### src/rtl/mlpp_pkg.sv
// package: constants, codes, row layout helpers and command type of the perceptron predictor
`default_nettype none
package mlpp_pkg;

    localparam int DEF_ROW_COUNT = 256;
    localparam int DEF_HIST_W    = 32;

    localparam int PC_W       = 64;
    localparam int SNAP_W     = 32;
    localparam int ROW_MAX_W  = 16;
    localparam int N_PERC     = 4;
    localparam int ROW_WTS    = 64;
    localparam int W_W        = 8;
    localparam int C_W        = 7;
    localparam int WMAX       = 127;
    localparam int CMAX       = 127;
    localparam int SCORE_W    = 14;
    localparam int N_CHUNK    = 8;
    localparam int ROW_W      = ROW_WTS * W_W + N_PERC * C_W;
    localparam int CONF_LSB   = ROW_WTS * W_W;
    localparam int FOLD_N     = 8;
    localparam int FOLD_BITS  = 8;

    typedef enum logic [1:0] {
        ACT_PREDICT = 2'd0,
        ACT_SHIFT   = 2'd1,
        ACT_TRAIN   = 2'd2,
        ACT_NONE    = 2'd3
    } t_action;

    typedef struct packed {
        t_action               act;
        logic [ROW_MAX_W-1:0]  row;
        logic                  taken;
        logic [SNAP_W-1:0]     snap;
    } t_cmd;

    function automatic int perc_base(input int p);
        case (p)
            0:       return 0;
            1:       return 5;
            2:       return 14;
            default: return 31;
        endcase
    endfunction

    function automatic int perc_thr(input int p);
        case (p)
            0:       return 22;
            1:       return 29;
            2:       return 45;
            default: return 76;
        endcase
    endfunction

    function automatic int perc_of(input int j);
        if (j < 5) begin
            return 0;
        end else if (j < 14) begin
            return 1;
        end else if (j < 31) begin
            return 2;
        end
        return 3;
    endfunction

    function automatic logic is_bias(input int j);
        return (j == 0) || (j == 5) || (j == 14) || (j == 31);
    endfunction

    function automatic int hist_idx(input int j);
        int b;
        b = perc_base(perc_of(j));
        return (j > b) ? (j - b - 1) : 0;
    endfunction

    function automatic int chunk_lo(input int k);
        case (k)
            0:       return 0;
            1:       return 5;
            2:       return 14;
            3:       return 22;
            4:       return 31;
            5:       return 39;
            6:       return 47;
            default: return 55;
        endcase
    endfunction

    function automatic int chunk_hi(input int k);
        return (k == N_CHUNK - 1) ? ROW_WTS : chunk_lo(k + 1);
    endfunction

endpackage
`default_nettype wire

### src/rtl/mlpp_queue.sv
// two-entry command queue between front and back
`default_nettype none
module mlpp_queue (
    input  wire logic            i_clk,
    input  wire logic            i_rst_n,
    input  wire logic            i_push,
    input  mlpp_pkg::t_cmd       i_cmd,
    output logic                 o_full,
    input  wire logic            i_pop,
    output logic                 o_valid,
    output mlpp_pkg::t_cmd       o_cmd
);
    mlpp_pkg::t_cmd r_mem [2];
    logic           r_wp;
    logic           r_rp;
    logic [1:0]     r_cnt;

    assign o_full  = (r_cnt == 2'd2);
    assign o_valid = (r_cnt != 2'd0);
    assign o_cmd   = r_mem[r_rp];

    always_ff @(posedge i_clk) begin
        if (!i_rst_n) begin
            r_wp  <= 1'b0;
            r_rp  <= 1'b0;
            r_cnt <= 2'd0;
        end else begin
            if (i_push) begin
                r_mem[r_wp] <= i_cmd;
                r_wp        <= ~r_wp;
            end
            if (i_pop) begin
                r_rp <= ~r_rp;
            end
            r_cnt <= r_cnt + 2'(i_push) - 2'(i_pop);
        end
    end

    assert property (@(posedge i_clk) disable iff (!i_rst_n) i_push |-> !o_full)
        else $error("push into full queue");
    assert property (@(posedge i_clk) disable iff (!i_rst_n) i_pop |-> o_valid)
        else $error("pop from empty queue");
    assert property (@(posedge i_clk) disable iff (!i_rst_n)
        (r_cnt == 2'd0) |-> (r_wp == r_rp))
        else $error("queue pointers disagree with count");
endmodule
`default_nettype wire

### config.mk
export PLATFORM = sky130hd
export DESIGN_NAME = mlpp_queue
export DESIGN_NICKNAME = d
export VERILOG_FILES = /design/src/rtl/mlpp_pkg.sv /design/src/rtl/mlpp_queue.sv
export SDC_FILE = /design/constraint.sdc
export NUM_CORES = 1
export LEC_CHECK = 0
export ABC_AREA = 1
export BUFFER_PORTS_ARGS = -buffer_cell sky130_fd_sc_hd__buf_2
export CORE_ASPECT_RATIO = 1.25
export CORE_UTILIZATION = 29
export CTS_CLUSTER_DIAMETER = 120
export CTS_CLUSTER_SIZE = 8
export DETAILED_ROUTE_END_ITERATION = 7
export PLACE_DENSITY_LB_ADDON = 0.25
export RECOVER_POWER = 25
export SLEW_MARGIN = 10
export SYNTH_ARGS = -nofsm -noshare
export SYNTH_HDL_FRONTEND = slang
export SYNTH_SLANG_ARGS = --single-unit
### constraint.sdc
create_clock -name i_clk -period 13.2 [get_ports i_clk]
set_clock_uncertainty 0.2 [all_clocks]
set_input_delay 1.98 -clock i_clk [delete_from_list [all_inputs] [get_ports i_clk]]
set_output_delay 1.98 -clock i_clk [all_outputs]
set_load 0.02 [all_outputs]
Word-level counts from Yosys, hierarchy flattened

Memory sizes are Yosys's and may differ from the RTL's. A register that Yosys moved wholly into a read port is not among the register bits.
Cells that the tools add are included.

RAM bits: 102
Memories: 1
Memory bits (read-only): 0
Latch bits: 0
Output and inout port bits: 53
Register bits after elaboration: 4

Shift operators: 0
Eq/ne operators: 1
Divide/modulo/power cells: 0
Multipliers: 0
Bitwise gates (word level): 2
$add $sub $neg: 2
Reduce and logical (&&, ||, !) cells: 1
Mux-type cells: 5
Order comparisons: 0

Memories:

| memory | words | width | rd ports | clocked after Yosys merged registers in | write ports | RTL line         | RTL |
|---|---|---|---|---|---|---|---|
| r_mem  | 2     | 51    | 1        | 1                                       | 1           | mlpp_queue.sv:13 | `mlpp_pkg::t_cmd r_mem [2];` |

Operators by type and width:

| cell                                        | count |
|---|---|
| 2-to-1 mux 1 bit                            | 5 |
| adder 2 x 1 -> 2 bit                        | 1 |
| equality test 2 bit (second input constant) | 1 |
| NOT 1 bit                                   | 2 |
| nonzero test 2 bit                          | 1 |
| subtractor 2 x 1 -> 2 bit                   | 1 |

Longest topological paths before layout

Gate-level depths: netlist of run 1.

Depth after elaboration: 3
Gate-level depth with buffers: 9
Mapped depth without buffers: 9

Worst setup path after synthesis of run 1

Ideal clock, no wire load.

Kind: in2reg
Start point: input port i_rst_n
End point: memory r_mem[1][0] (netlist name) (enable)
Required time: 12477 ps
Stages: 2
Buffers on the path: 0
Data arrival time: 5523 ps
Setup slack: 6955 ps
Path through: inv_1 nor3_1

Longest elaborated chain between the ends: 2

RTL lines:

| what                                   | RTL line         | RTL |
|---|---|---|
| start, declared                        | mlpp_queue.sv:5  | `input wire logic i_rst_n,` |
| 2-to-1 mux 1 bit                       | mlpp_queue.sv:23 | `if (!i_rst_n) begin` |
| 2-to-1 mux 1 bit (implied by the code) | mlpp_queue.sv:29 | `r_mem[r_wp] <= i_cmd;` |
| end, declared                          | mlpp_queue.sv:13 |  |

No other way between the ends.

==> results of run 1 <==
[Yosys cell counts, drive strengths merged]
cell / n
edfxtp: 102
mux2: 51
inv: 8
nand2: 7
buf: 6
dfxtp: 5
nor2: 5
a21oi: 2
ha: 2
nand3: 1
nor3: 1
xnor2: 1
[how the worst max path moves through the flow]
stage,from,endpoint,slack (ns)
after floorplan,i_rst_n,r_mem[1][0],6.95
after global placement,i_rst_n,r_mem[0][43],9.38
after detailed placement,i_rst_n,r_mem[0][43],9.34
after CTS,flop,o_cmd[50],9.01
after global routing,flop,o_cmd[50],8.96
final,flop,o_cmd[50],9.07
[worst reg2reg max path, stage by stage, from the launching register on]
cell and delay (ns):
dfxtp_1 0.31, inv_1 0.07, nand2_1 0.10, nor2_4 0.43, buf_4 0.56
[through the flow]
step	util	setup slack [ns]	total power, mW
3_3_place_gp	0.348	9.38	0.488
4_1_cts	0.371	9.01	0.775
3_5_place_dp	0.348	9.34	0.490
6_report	0.370	9.07	0.762
2_1_floorplan	-	6.95	0.464
5_1_grt	0.370	8.96	0.790
[cell type report]
cell class                      instances  share of cell area
Sequential cell                       107               0.614
Timing Repair Buffer                  110               0.106
Clock buffer                           11              0.0451
Antenna cell                            1            0.000485
Multi-Input combinational cell         70               0.169
Tap cell                              175              0.0425
Inverter                                8             0.00582
Clock inverter                          5              0.0165
[state kept, by name (all words and copies together), names as in the netlist, named ones only]
signal,flops
r_rp,1
r_mem,102
r_wp,1
r_cnt,2
[routing by layer]
layer | vias up | GRT usage
li1 | 958 | -
met1 | 974 | 0.117
met2 | 66 | 0.155
met3 | 13 | 0.0197
met4 | 0 | 0.0667
met5 | - | 0
[logic make-up (layout without fill, tap and decap cells)]
kind of cell,Yosys count,after routing,synth area share
DFF,107,107,0.759
muxes,51,51,0.183
and+or+nand+nor,14,14,0.0132
buffers and inverters,14,134,0.0339
adders and majority gates,2,2,0.00601
AOI/OAI and AO/OA,2,2,0.00240
xor gates and xnor gates,1,1,0.00210
other,0,1,0
[power by group through the flow]
stage	combinational, mW	clock [mW]	sequential [mW]
after floorplan	0.0684	0	0.396
after global placement	0.0831	0	0.404
after detailed placement	0.0844	0	0.405
after CTS	0.0847	0.293	0.398
after global routing	0.0893	0.301	0.399
final	0.0828	0.282	0.397
==> results.py, run 1 <==
metrics = {
    "status": {
        "status": "completed",
    },
    "clocking": {
        "clk_pin_slew_ns": 0.06,
        "clock_path_buffers": 2,
        "clk_latency_ns": 0.33,
        "cts_tree": "yes",
        "root_buffer": "clkbuf_16",
        "cts_resized": 0,
        "cts_made_buffers": 9,
        "cts_sinks": 107,
        "post_cts_buffers": 0,
        "ctsHoldBuffers": 0,
        "htreeDepth": 3,
    },
    "synthesis": {
        "ys_ff_latch": 107,
        "yosysWarnings": 0,
        "syn_area_um2": 4170,
        "synth_cell_types": 14,
        "synth.avg_cell_area_um2": 21.8,
        "synth_top_area_frac": 0.735,
        "yosysSeqAreaShare": 0.759,
        "synth_area_leaders": "edfxtp_1, mux2_4, buf_12",
        "synthesis.nets": 248,
        "synthCells": 191,
        "yosysTopAreaCell": "edfxtp_1",
    },
    "power": {
        "sequentialPowerShare": 0.521,
        "switchingPower_uw": 168,
        "clockPowerShare": 0.370,
        "leakage_nw": 2.01,
        "pwr-share-comb": 0.109,
        "powerDensity_nw_per_um2": 148,
        "max-vdd-ir-drop_uv": 58.0,
        "p_sw_frac": 0.221,
        "p_int_uw": 594,
    },
    "worst_hold_path": {
        "worstHoldPathCells": 2,
        "min_from": "r_wp",
        "hp-class": "flop to flop",
        "min_to": "r_wp",
    },
    "sta": {
        "hold_ws_ns": 0.270,
        "setup_tns_ns": 0,
        "hold_viol_final": 0,
        "worstMarginPinSlew_ns": 1.01,
        "fmax_mhz": 242,
        "max-slew-margin-rel": 0.327,
        "drv_slew": 0,
        "rsz0062_at_grt": "no",
        "post-route-period-util": 0.313,
        "period_needed_ns": 4.13,
        "setup_violations": 0,
    },
    "grt": {
        "grt_pass1_wl_um": 10300,
        "grt_usage": 0.0971,
        "grt_antenna_before_repair": 1,
        "overflow": 0,
        "grt_pass1_vias": 2051,
        "grt_max_degree": 52,
    },
    "critical_path": {
        "r2r_slack_ns": 11.14,
        "crit_chain": "mux2_2, buf_2",
        "r2r-start": "r_wp",
        "crit_type": "flop to primary output",
        "path_depth": 2,
        "worstPathMaxFanout": 51,
        "cp.arrival_ns": 1.95,
        "end_kind": "primary output",
        "cp_top_family": "flip-flops",
        "r2r_end": "r_mem[0][43]",
        "r2r_cells": 4,
        "critPathLaunchType": "flop",
        "crit_required_ns": 11.02,
        "worst_path_largest_cell_delay_ns": 1.02,
        "crit_slowest_cell": "dfxtp_4",
        "crit_buf_inv": 1,
    },
    "finish": {
        "layout.nets": 363,
        "layout_commonest_cell": "edfxtp_1",
        "multi_input_area_um2": 873,
        "final_cell_area_um2": 5160,
        "layout_common_cells": "edfxtp_1, buf_2, mux2_4, clkbuf_1, clkbuf_16",
        "stdcell_count": 487,
        "syn2layout_area_growth_pct": 23.8,
        "n_fill_cell": 1321,
        "seq_area_um2": 3170,
        "drive_gt1_frac": 0.547,
    },
    "drt": {
        "ant_nets": 0,
        "drt_iter0_markers": 52,
        "wl_met2_um": 3360,
        "vias_per_cell": 4.13,
        "first_pass_iters": 4,
        "highest_layer": "met4",
        "drt-met1-wl_um": 2990,
        "wl_um": 6930,
        "num_vias": 2011,
        "dr_wl_met3_um": 398,
        "route.detailed.drc": 0,
        "wire_per_inst_um": 14.2,
    },
    "floorplanning": {
        "initial_core_util": 0.299,
        "die_y_um": 136,
        "die_area_um2": 14800,
        "ios": 108,
        "fp-row-count": 48,
        "die_width_um": 109,
        "core_um2": 13900,
    },
    "place": {
        "place.detailed.hpwl_um": 4420,
        "portBuffers": 107,
        "dp.cells": 470,
        "gp_congestion": 0.636,
        "placedInstanceArea_um2": 4850,
    },
    "flow_run": {
        "max_cap_viol_count": 0,
    },
}
No activity file was read; power rests on OpenSTA's default activity.
==> inputs of run 2 (changes only) <==
==> constraint.sdc (replaced) <==
create_clock -name i_clk -period 4.2 [get_ports i_clk]
set_clock_uncertainty 0.2 [all_clocks]
set_input_delay 0.63 -clock i_clk [delete_from_list [all_inputs] [get_ports i_clk]]
set_output_delay 0.63 -clock i_clk [all_outputs]
set_load 0.02 [all_outputs]
==> results.py, run 2 (synthesized netlist as in run 1, its figures left out) <==
metrics = {
    "sta": {
        "rsz0062_at_grt": "no",
        "setup_violations": 0,
        "period_needed_ns": 2.78,
        "drv_slew": 0,
        "fmax_mhz": 359,
        "post-route-period-util": 0.662,
        "fin_ws_ns": 1.42,
        "setup_tns_ns": 0,
        "hold_viol_final": 0,
        "worstMarginPinSlew_ns": 1.00,
        "max-slew-margin-rel": 0.331,
    },
    "clocking": {
        "cts_sinks": 107,
        "cts_resized": 0,
        "ctsHoldBuffers": 0,
        "post_cts_buffers": 0,
        "htreeDepth": 3,
        "cts_made_buffers": 9,
        "clock_path_buffers": 2,
        "clk_pin_slew_ns": 0.07,
        "root_buffer": "clkbuf_16",
        "cts_tree": "yes",
        "clk_latency_ns": 0.33,
    },
    "drt": {
        "first_pass_iters": 4,
        "ant_nets": 0,
        "wl_um": 7010,
        "wire_per_inst_um": 14.4,
        "vias_per_cell": 4.16,
        "drt_iter0_markers": 51,
        "num_vias": 2022,
        "route.detailed.drc": 0,
    },
    "place": {
        "gp_congestion": 0.657,
        "placedInstanceArea_um2": 4860,
        "place_ws_ns": 1.62,
        "place.detailed.hpwl_um": 4600,
        "portBuffers": 107,
    },
    "worst_hold_path": {
        "min_to": "r_mem[0][6]",
        "hp-class": "primary input to flop",
        "worstHoldPathCells": 1,
        "min_from": "i_cmd[6]",
    },
    "critical_path": {
        "cp.arrival_ns": 1.95,
        "crit_type": "flop to primary output",
        "crit_required_ns": 3.37,
        "r2r_end": "r_mem[0][40]",
        "end_kind": "primary output",
        "r2r-start": "r_wp",
        "crit_slowest_cell": "dfxtp_4",
        "critPathLaunchType": "flop",
        "crit_chain": "mux2_2, buf_2",
        "r2r_cells": 4,
        "r2r_slack_ns": 2.08,
        "worstPathMaxFanout": 51,
        "worst_path_largest_cell_delay_ns": 1.01,
    },
    "floorplanning": {
        "die_y_um": 136,
        "core_um2": 13900,
        "die_area_um2": 14800,
        "ios": 108,
        "fp-row-count": 48,
        "die_width_um": 109,
        "initial_core_util": 0.299,
    },
    "finish": {
        "largest_register_ffs": 102,
        "diodes": 0,
        "drive_gt1_frac": 0.537,
        "syn2layout_area_growth_pct": 23.7,
        "layout_common_cells": "edfxtp_1, buf_2, mux2_4, clkbuf_1, clkbuf_16",
        "layout.nets": 364,
        "layout_commonest_cell": "edfxtp_1",
        "top_regs": "r_mem (102), r_cnt (2)",
        "final_cell_area_um2": 5150,
        "fin_util": 0.370,
        "top_register": "r_mem",
    },
    "power": {
        "sequentialPowerShare": 0.527,
        "switchingPower_uw": 510,
        "p_int_mw": 1.86,
        "leakage_nw": 2.01,
        "max-vdd-ir-drop_uv": 163,
        "clockPowerShare": 0.363,
        "p_sw_frac": 0.215,
        "powerDensity_nw_per_um2": 460,
        "pwr-share-comb": 0.110,
    },
    "status": {
        "status": "completed",
    },
    "grt": {
        "grt_pass1_vias": 2077,
        "grt_usage": 0.0975,
        "grt_pass1_wl_um": 10500,
        "grt_antenna_before_repair": 1,
        "overflow": 0,
        "grt_max_degree": 52,
    },
    "flow_run": {
        "max_cap_viol_count": 0,
    },
}
[run 2: per-layer routing]
layer | wire length (um) | global-route usage | vias to the layer above
met3 | 438 | 0.0340 | 7
li1 | - | - | 961
met2 | 3750 | 0.169 | 59
met4 | 100 | 0.0444 | 2
met1 | 2710 | 0.106 | 993
met5 | 12 | 0 | -
[run 2: critical path: cells and delay by family, from the launching register on]
kind     cells  cell delay, ns
flops        1            1.01
mux          1            0.43
buf+inv      1            0.16
[run 2: how the worst max path moves through the flow]
stage,cells after the start,end,slack [ns],from
global placement,4,r_mem[0][9],1.68,i_rst_n
floorplan,2,r_mem[0][0],0.68,i_rst_n
detailed placement,4,r_mem[0][9],1.62,i_rst_n
global route,2,o_cmd[50],1.30,flop
CTS,2,o_cmd[50],1.36,flop
finish,2,o_cmd[50],1.42,flop
[run 2: power groups by stage]
stage          sequential [mW]  clock (mW)  combinational [mW]
2_1_floorplan             1.24           0               0.215
3_3_place_gp              1.27           0               0.264
3_5_place_dp              1.27           0               0.267
4_1_cts                   1.25       0.893               0.268
5_1_grt                   1.25       0.924               0.281
6_report                  1.25       0.860               0.261
[run 2: area by class of cell]
class,count,area (um2)
Clock buffer,10,229
Clock inverter,5,77.6
Fill cell,1343,8780
Inverter,8,30.0
Multi-Input combinational cell,70,880
Sequential cell,107,3170
Tap cell,175,219
Timing Repair Buffer,111,552
[run 2: through the flow]
stage | std cells | hold slack [ns] | power, mW
floorplan | 191 | 0.243 | 1.46
global placement | 471 | 0.256 | 1.54
detailed placement | 471 | 0.300 | 1.54
CTS | 486 | 0.264 | 2.41
global route | 486 | 0.263 | 2.46
finish | 486 | 0.286 | 2.37
