File: config.mk
export PLATFORM = sky130hd
export DESIGN_NAME = mlpp_front_flat
export DESIGN_NICKNAME = d
export VERILOG_FILES = /design/src/rtl/mlpp_pkg.sv /design/src/rtl/mlpp_if.sv /design/src/rtl/mlpp_front.sv /design/src/flat_wrapper.sv
export SDC_FILE = /design/constraint.sdc
export NUM_CORES = 1
export LEC_CHECK = 0
export ABC_AREA = 1
export BUFFER_PORTS_ARGS = -buffer_cell sky130_fd_sc_hd__buf_2
export CORE_MARGIN = 8
export CORE_UTILIZATION = 44
export DETAILED_ROUTE_END_ITERATION = 6
export PLACE_DENSITY = 0.83
export SLEW_MARGIN = 10
export SYNTH_ARGS = -nofsm -noshare
export SYNTH_HDL_FRONTEND = slang
export SYNTH_SLANG_ARGS = --single-unit
File: constraint.sdc
create_clock -name i_clk -period 7.1 [get_ports i_clk]
set_clock_uncertainty 0.1 [all_clocks]
set_input_delay 0.71 -clock i_clk [delete_from_list [all_inputs] [get_ports i_clk]]
set_output_delay 0.71 -clock i_clk [all_outputs]
set_load 0.02 [all_outputs]
File: src/rtl/mlpp_pkg.sv
// package: constants, codes, row layout helpers and command type of the perceptron predictor
`default_nettype none
package mlpp_pkg;

    localparam int DEF_ROW_COUNT = 256;
    localparam int DEF_HIST_W    = 32;

    localparam int PC_W       = 64;
    localparam int SNAP_W     = 32;
    localparam int ROW_MAX_W  = 16;
    localparam int N_PERC     = 4;
    localparam int ROW_WTS    = 64;
    localparam int W_W        = 8;
    localparam int C_W        = 7;
    localparam int WMAX       = 127;
    localparam int CMAX       = 127;
    localparam int SCORE_W    = 14;
    localparam int N_CHUNK    = 8;
    localparam int ROW_W      = ROW_WTS * W_W + N_PERC * C_W;
    localparam int CONF_LSB   = ROW_WTS * W_W;
    localparam int FOLD_N     = 8;
    localparam int FOLD_BITS  = 8;

    typedef enum logic [1:0] {
        ACT_PREDICT = 2'd0,
        ACT_SHIFT   = 2'd1,
        ACT_TRAIN   = 2'd2,
        ACT_NONE    = 2'd3
    } t_action;

    typedef struct packed {
        t_action               act;
        logic [ROW_MAX_W-1:0]  row;
        logic                  taken;
        logic [SNAP_W-1:0]     snap;
    } t_cmd;

    function automatic int perc_base(input int p);
        case (p)
            0:       return 0;
            1:       return 5;
            2:       return 14;
            default: return 31;
        endcase
    endfunction

    function automatic int perc_thr(input int p);
        case (p)
            0:       return 22;
            1:       return 29;
            2:       return 45;
            default: return 76;
        endcase
    endfunction

    function automatic int perc_of(input int j);
        if (j < 5) begin
            return 0;
        end else if (j < 14) begin
            return 1;
        end else if (j < 31) begin
            return 2;
        end
        return 3;
    endfunction

    function automatic logic is_bias(input int j);
        return (j == 0) || (j == 5) || (j == 14) || (j == 31);
    endfunction

    function automatic int hist_idx(input int j);
        int b;
        b = perc_base(perc_of(j));
        return (j > b) ? (j - b - 1) : 0;
    endfunction

    function automatic int chunk_lo(input int k);
        case (k)
            0:       return 0;
            1:       return 5;
            2:       return 14;
            3:       return 22;
            4:       return 31;
            5:       return 39;
            6:       return 47;
            default: return 55;
        endcase
    endfunction

    function automatic int chunk_hi(input int k);
        return (k == N_CHUNK - 1) ? ROW_WTS : chunk_lo(k + 1);
    endfunction

endpackage
`default_nettype wire

File: src/rtl/mlpp_if.sv
// interfaces: input and result channels of the perceptron predictor
`default_nettype none
interface mlpp_in_if;
    logic        valid;
    logic        ready;
    logic [1:0]  action;
    logic [63:0] pc;
    logic        taken;
    logic [31:0] snapshot_in;
    modport source(output valid, action, pc, taken, snapshot_in, input ready);
    modport sink(input valid, action, pc, taken, snapshot_in, output ready);
endinterface

`default_nettype wire

File: src/rtl/mlpp_front.sv
// front end: accepts words, reduces the address to a table row, hands commands on
`default_nettype none
module mlpp_front #(
    parameter int ROW_COUNT = mlpp_pkg::DEF_ROW_COUNT
) (
    input  wire logic        i_clk,
    input  wire logic        i_rst_n,
    input  wire logic        i_en,
    mlpp_in_if.sink          i_in,
    output logic             o_push,
    output mlpp_pkg::t_cmd   o_cmd,
    input  wire logic        i_full
);
    localparam int AW    = (ROW_COUNT > 1) ? $clog2(ROW_COUNT) : 1;
    localparam int SUM_W = 27;
    localparam int PRD_W = SUM_W + 28;
    localparam int QN_W  = SUM_W + 17;
    localparam int REM_W = 18;
    localparam int SHIFT = SUM_W + $clog2(ROW_COUNT);
    localparam logic [63:0] RECIP = (64'd1 << SHIFT) / 64'(ROW_COUNT);
    localparam logic [15:0] CHUNK_MOD [mlpp_pkg::FOLD_N] = '{
        16'((64'd1 << 0)  % 64'(ROW_COUNT)),
        16'((64'd1 << 8)  % 64'(ROW_COUNT)),
        16'((64'd1 << 16) % 64'(ROW_COUNT)),
        16'((64'd1 << 24) % 64'(ROW_COUNT)),
        16'((64'd1 << 32) % 64'(ROW_COUNT)),
        16'((64'd1 << 40) % 64'(ROW_COUNT)),
        16'((64'd1 << 48) % 64'(ROW_COUNT)),
        16'((64'd1 << 56) % 64'(ROW_COUNT))
    };

    typedef enum logic [2:0] {F_IDLE, F_FOLD, F_QUOT, F_REM, F_FIX, F_PUSH} t_fstate;

    t_fstate                   r_state;
    mlpp_pkg::t_cmd            r_cmd;
    logic [mlpp_pkg::PC_W-1:0] r_val;
    logic [SUM_W-1:0]          r_sum;
    logic [SUM_W-1:0]          r_quo;
    logic [REM_W-1:0]          r_rem;
    logic [SUM_W-1:0]          n_sum;
    logic [PRD_W-1:0]          w_prod;
    logic [QN_W-1:0]           w_qn;
    logic [REM_W-1:0]          w_fix;
    mlpp_pkg::t_action         w_act;

    assign w_act      = mlpp_pkg::t_action'(i_in.action);
    assign i_in.ready = i_en && (r_state == F_IDLE);
    assign o_push     = (r_state == F_PUSH) && !i_full;
    assign o_cmd      = r_cmd;

    // address folded byte by byte, each byte weighted by its power of two mod the row count
    always_comb begin
        n_sum = '0;
        for (int k = 0; k < mlpp_pkg::FOLD_N; k++) begin
            n_sum = n_sum + SUM_W'(r_val[k*mlpp_pkg::FOLD_BITS +: mlpp_pkg::FOLD_BITS])
                          * SUM_W'(CHUNK_MOD[k]);
        end
    end

    // quotient by reciprocal, low by at most one
    assign w_prod = PRD_W'(r_sum) * PRD_W'(RECIP[27:0]);
    assign w_qn   = QN_W'(r_quo) * QN_W'(ROW_COUNT);
    assign w_fix  = (r_rem >= REM_W'(ROW_COUNT)) ? r_rem - REM_W'(ROW_COUNT) : r_rem;

    always_ff @(posedge i_clk) begin
        if (!i_rst_n) begin
            r_state <= F_IDLE;
        end else begin
            case (r_state)
                F_IDLE: begin
                    if (i_in.valid && i_in.ready) begin
                        r_cmd.act   <= w_act;
                        r_cmd.row   <= '0;
                        r_cmd.taken <= i_in.taken;
                        r_cmd.snap  <= i_in.snapshot_in;
                        r_val       <= {2'b00, i_in.pc[mlpp_pkg::PC_W-1:2]};
                        if (w_act == mlpp_pkg::ACT_SHIFT) begin
                            r_state <= F_PUSH;
                        end else if (w_act == mlpp_pkg::ACT_NONE) begin
                            r_state <= F_IDLE;
                        end else begin
                            r_state <= F_FOLD;
                        end
                    end
                end
                F_FOLD: begin
                    r_sum   <= n_sum;
                    r_state <= F_QUOT;
                end
                F_QUOT: begin
                    r_quo   <= SUM_W'(w_prod >> SHIFT);
                    r_state <= F_REM;
                end
                F_REM: begin
                    r_rem   <= REM_W'(QN_W'(r_sum) - w_qn);
                    r_state <= F_FIX;
                end
                F_FIX: begin
                    r_cmd.row <= mlpp_pkg::ROW_MAX_W'(w_fix[AW-1:0]);
                    r_state   <= F_PUSH;
                end
                F_PUSH: begin
                    if (!i_full) begin
                        r_state <= F_IDLE;
                    end
                end
                default: r_state <= F_IDLE;
            endcase
        end
    end

    assert property (@(posedge i_clk) disable iff (!i_rst_n)
        (r_state == F_FIX) |-> (r_rem < REM_W'(2 * ROW_COUNT)))
        else $error("row remainder out of range");
    assert property (@(posedge i_clk) disable iff (!i_rst_n)
        o_push |-> (r_cmd.act != mlpp_pkg::ACT_NONE))
        else $error("idle action forwarded");
    assert property (@(posedge i_clk) disable iff (!i_rst_n)
        (r_state == F_PUSH && i_full) |=> (r_state == F_PUSH && $stable(r_cmd)))
        else $error("pending command lost");
endmodule
`default_nettype wire

File: src/flat_wrapper.sv
// flat-port wrapper written by rule: the top's interface ports become plain ports
module mlpp_front_flat 
#(
    parameter int ROW_COUNT = mlpp_pkg::DEF_ROW_COUNT
)
  (i_clk, i_rst_n, i_en, o_push, o_cmd, i_full, i_in_valid, i_in_action, i_in_pc, i_in_taken, i_in_snapshot_in, i_in_ready);
  mlpp_in_if i_in_i ();
  input  wire logic i_clk;
  input  wire logic i_rst_n;
  input  wire logic i_en;
  output logic o_push;
  output mlpp_pkg::t_cmd o_cmd;
  input  wire logic i_full;
  input wire logic [$bits(i_in_i.valid)-1:0] i_in_valid;
  input wire logic [$bits(i_in_i.action)-1:0] i_in_action;
  input wire logic [$bits(i_in_i.pc)-1:0] i_in_pc;
  input wire logic [$bits(i_in_i.taken)-1:0] i_in_taken;
  input wire logic [$bits(i_in_i.snapshot_in)-1:0] i_in_snapshot_in;
  output wire logic [$bits(i_in_i.ready)-1:0] i_in_ready;
  assign i_in_i.valid = i_in_valid;
  assign i_in_i.action = i_in_action;
  assign i_in_i.pc = i_in_pc;
  assign i_in_i.taken = i_in_taken;
  assign i_in_i.snapshot_in = i_in_snapshot_in;
  assign i_in_ready = i_in_i.ready;
  mlpp_front #(.ROW_COUNT(ROW_COUNT)) u_core (.i_clk(i_clk), .i_rst_n(i_rst_n), .i_en(i_en), .i_in(i_in_i), .o_push(o_push), .o_cmd(o_cmd), .i_full(i_full));
endmodule
# [Word level (Yosys, flattened, before mapping)]
# Cells that the tools add are included.
[totals] latch_bits=0 output_inout_bits=53 regBits=78 ram_bits=0 elab_cells=38 mem_count=0 rom_bits=0
[classes] div=0 order_cmp=1 bitwise_logic=0 mux=8 n_reduce_logical=11 shift=0 multipliers=0 add_sub_neg=1 n_eq_ne=9
[op_table] op="2-to-1 mux 49 bit" n=1
[op_table] op="case mux 16 bit (2 select lines)" n=1
[op_table] op="case mux 3 bit (6 select lines)" n=1
[op_table] op=">= comparator 8 x 9 -> 1 bit (second input constant)" n=1
[op_table] op="2-to-1 mux 3 bit" n=3
[op_table] op="2-to-1 mux 8 bit" n=1
[op_table] op="subtractor 8 x 1 -> 8 bit (second input constant)" n=1
[op_table] op="equality test 3 x 2 -> 1 bit (second input constant)" n=2
[op_table] op="equality test 3 bit (second input constant)" n=2
[op_table] op="AND reduction 2 bit" n=3
[op_table] op="AND reduction 3 bit" n=2
[op_table] op="inequality test 2 bit (second input constant)" n=2
[op_table] op="equality test 3 x 1 -> 1 bit (second input constant)" n=1
[op_table] op="logical AND 1 bit" n=3
[op_table] op="zero test 3 bit" n=1
[op_table] op="equality test 2 x 1 -> 1 bit (second input constant)" n=1
[op_table] op="equality test 2 bit (second input constant)" n=1
[op_table] op="nonzero test 2 bit" n=1
[op_table] op="zero test 1 bit" n=1
[op_table] op="2-to-1 mux 1 bit" n=1

# [Longest topological paths before layout]
[depth] depth_word=5 depth_mapped=7 mapped_depth_nobuf=6

# [Least setup slack after synthesis]
# No wires, ideal clock.
[synth_path] path_type="input port to flip-flop" startpoint="in i_en" endpoint="reg u_core.r_cmd (netlist bit u_core.o_cmd[0]) (enable)" arrival_time_ns=3.030 stages=4 t_required_ns=6.557 setup_slack_ns=3.527 setup_ns=0.443 n_path_buf=0 cell_sequence="inv_1 -> nor3_2 -> nand2_1 -> nor2_1"
[synth_between] elab_chain_len=3
[synth_rtl] item="start, declared" line="flat_wrapper.sv:10" source="input wire logic i_en;"
[synth_rtl] item="logical AND 1 bit" line="mlpp_front.sv:47" source="assign i_in.ready = i_en && (r_state == F_IDLE);"
[synth_rtl] item="net i_in_ready" line="flat_wrapper.sv:19" source="output wire logic [$bits(i_in_i.ready)-1:0] i_in_ready;"
[synth_rtl] item="logical AND 1 bit" line="mlpp_front.sv:71" source="if (i_in.valid && i_in.ready) begin"
[synth_rtl] item="AND reduction 3 bit (no source line)"
[synth_rtl] item="end, declared" line="mlpp_front.sv:35" source="mlpp_pkg::t_cmd r_cmd;"
# The timed path passes the listed nets, and every way through them passes these cells.
# A chain may end at the register's enable or synchronous reset.

# [Worst setup path after layout]
[layout_path] startpoint="reg u_core.r_state[2]" endpoint="out o_push"
[layout_between] elab_chain_len=2
[layout_rtl] item="start, declared" line="mlpp_front.sv:34" source="t_fstate r_state;"
[layout_rtl] item="start signal, assigned" line="mlpp_front.sv:67" source="r_state <= F_IDLE;"
[layout_rtl] item="start signal, assigned" line="mlpp_front.sv:78" source="r_state <= F_PUSH;"
[layout_rtl] item="start signal, assigned" line="mlpp_front.sv:80" source="r_state <= F_IDLE;"
[layout_rtl] item="equality test 3 bit" line="mlpp_front.sv:48" source="assign o_push = (r_state == F_PUSH) && !i_full;"
[layout_rtl] item="logical AND 1 bit" line="mlpp_front.sv:48"
[layout_rtl] item="end, declared" line="flat_wrapper.sv:11" source="output logic o_push;"
# No other way between the ends.

==> flow_summary.ini <==
[worst_setup_path]
r2r_setup_slack_ps = 4950
crit_arrival_ps = 1390
cpMaxStageDelayCell = dfxtp_1
path_cells = inv_1 -> nor4_1 -> buf_2
cp_slowest_stage_delay_ps = 510
end_kind = output pin
crit_family = flip-flops
worst_setup_path_startpoint = u_core.r_state[2]$_SDFFE_PN0P_
reg2reg_depth = 5
critPathCapture = o_push
cp_num_cells = 3
regToRegEndpoint = u_core.r_val[5]$_DFFE_PP_
crit_fanout = 8
startpoint_type = flip-flop
r2r-start = u_core.r_state[1]$_SDFFE_PN0P_
crit_buf_inv = 2
critPathKind = flip-flop to output pin
critical_path_required_ps = 6290

[route]
wire_per_inst_um = 14.2
drc = 0
met3_length_um = 986
dr.first_iter.drc_count = 89
first_pass_iters = 4
wl_um = 4370
vias = 1324
vias_per_cell = 4.28
wl_met2_um = 1960
postRouteAntennaNets = 0
wl_met1_um = 1330
top_layer = met4

[yosys]
yosys.area_share.adder_pct = 0
synth.distinct_cells = 21
synth_top_family_by_area = simple AND/OR/NAND/NOR gates
ys_seq_elements = 70
synthXorXnorAreaFrac_pct = 0
yosysTopAreaCellShare_pct = 84.0
synth_area_leaders = edfxtp_1 84%, buf_4 2.8%, dfxtp_1 2.5%, inv_1 2.0%, nor2_1 1.9%
synth_compound_area_share_pct = 1.10
synth_edf_count = 67
ys_seq_area_share_pct = 86.5
synthTopCellsByCount = 67 x edfxtp_1, 13 x inv_1, 12 x nor2_1
async_flop_share_pct = 0
yosysMostFrequentCell = edfxtp_1
synthMuxAreaShare_pct = 0
yosysTopAreaCell = edfxtp_1
syn-mean-instance-area_um2 = 18.3
ys_warn_count = 0
synthFlopType = edfxtp_1
syn_area_mm2 = 0.00239
syn_inst = 131
synth-simple-area-share_pct = 6.58

[clock_tree]
postCtsSetupBuffers = 0
htree_levels = 3
cts_tree = yes
cts_sinks = 70
clkLatencyLatePin_ps = 320
cts-hold-fix-buffers = 0
clk_path_buf_depth = 2
ctsResizeCount = 0
clockRootBuffer = clkbuf_8
cts_made_buffers = 9
path_clk_slew_ps = 70

[die]
die_h_um = 89.8
ios = 157
core_mm2 = 0.00537
start_util_pct = 44.6
dieArea_mm2 = 0.00806
core.rowCount = 27
die_x_um = 89.8

[power_and_ir_drop]
p_total_w = 0.000911
netSwitchingPower_w = 0.000207
combPwrFrac_pct = 9.2
seq_power_share_pct = 53.4
p_int_w = 0.000705
leakage_nw = 1.29
netSwitchingFraction_pct = 22.7
powerDensity_mw_per_mm2 = 291
peakVddDrop_uv = 209
clkPwrFrac_pct = 37.4

[layout]
area_growth_pct = 30.7
final_nets = 336
n_antenna_cell = 0
fillers = 398
drive_above_1_share_pct = 50.2

[timing]
period_share_pct = 30.9
setup-tns-final_ps = 0
min_period_ps = 2200
max_freq_ghz = 0.455
rsz0062_at_grt = no
finalSetupViolations = 0
final_max_slew_viol_count = 0
worst-slew-pin-transition_ps = 1100
hold_viol_final = 0
fin_hold_ws_ps = 317
slew_headroom_pct = 26.5

[global_route]
grt_pass1_wl_um = 6920
track_usage_pct = 11.2
grt_max_degree = 44
overflow = 0
grt_pass1_vias = 1449
grt_antenna_before_repair = 0

[placed_design]
io_buffer_count = 92
gp_congestion = 0.759
place_hpwl_um = 3460

[hold_path]
worstHoldPathType = flip-flop to flip-flop
min-delay-start = u_core.r_val[3]$_DFFE_PP_

[run_status]
status = completed

[flow_run]
drv_cap = 0
-- power by group through the flow --
stage               Sequential [W]  Clock [W]  Combinational, W
floorplan                 0.000511          0         0.0000415
global placement          0.000495          0         0.0000822
detailed placement        0.000496          0         0.0000846
CTS                       0.000487   0.000351         0.0000846
global route              0.000489   0.000366         0.0000907
finish                    0.000487   0.000341         0.0000836
-- cell families (layout without fill, tap and decap cells) --
family / Yosys count / after routing
buffers and inverters: 25 / 124
DFF: 70 / 70
and+or+nand+nor: 31 / 31
other: 1 / 8
AOI/OAI and AO/OA: 4 / 4
-- layout by cell type (no fill, tap or decap), types with 3 or more instances in the layout --
cell | netlist | layout
buf_2 | 0 | 92
edfxtp_1 | 67 | 67
inv_1 | 13 | 13
nor2_1 | 12 | 11
clkbuf_8 | 0 | 9
conb_1 | 1 | 8
nand2_1 | 7 | 7
dfxtp_1 | 3 | 3
-- layout make-up --
cell class                      instances  area, um^2  area share, %
Clock buffer                            9         124           3.96
Clock inverter                          7        97.6           3.12
Inverter                               15        56.3           1.80
Multi-Input combinational cell         43         221           7.08
Sequential cell                        70        2070           66.2
Tap cell                               72        90.1           2.88
Timing Repair Buffer                   93         468           15.0
-- flip-flops by register name (all words and copies together) (netlist names) --
register        cells
u_core.o_cmd       43
u_core.r_rem        8
u_core.r_sum        8
u_core.r_val        8
u_core.r_state      3
-- layer usage --
layer  vias to the layer above  track usage [%]
met2                        84             16.9
met1                       583             8.44
met5                         -                0
met3                         6             11.0
met4                         0             8.18
li1                        651                -
-- through the flow --
| stage | worst slack (ps) | instance area [um^2] | utilization (%) | instances |
|---|---|---|---|---|
| finish | 4900 | 3130 | 58.3 | 309 |
| global route | 4770 | 3130 | 58.3 | 309 |
| CTS | 4880 | 3130 | 58.3 | 309 |
| detailed placement | 4620 | 2910 | 54.1 | 293 |
| global placement | 4660 | 2910 | 54.1 | 293 |
| floorplan | 3530 | 2420 | - | 138 |
-- worst min-delay path by stage --
stage                                           end  slack, ps  cells after the start
after detailed placement  u_core.r_sum[3]$_DFFE_PP_        300                      0
after global routing      u_core.r_sum[6]$_DFFE_PP_        320                      0
final                     u_core.r_sum[3]$_DFFE_PP_        320                      0
after floorplan           u_core.r_rem[0]$_DFFE_PP_        300                      0
after global placement    u_core.r_rem[2]$_DFFE_PP_        300                      0
after CTS                 u_core.r_sum[3]$_DFFE_PP_        320                      0
Power figures use the tool's default switching activity.
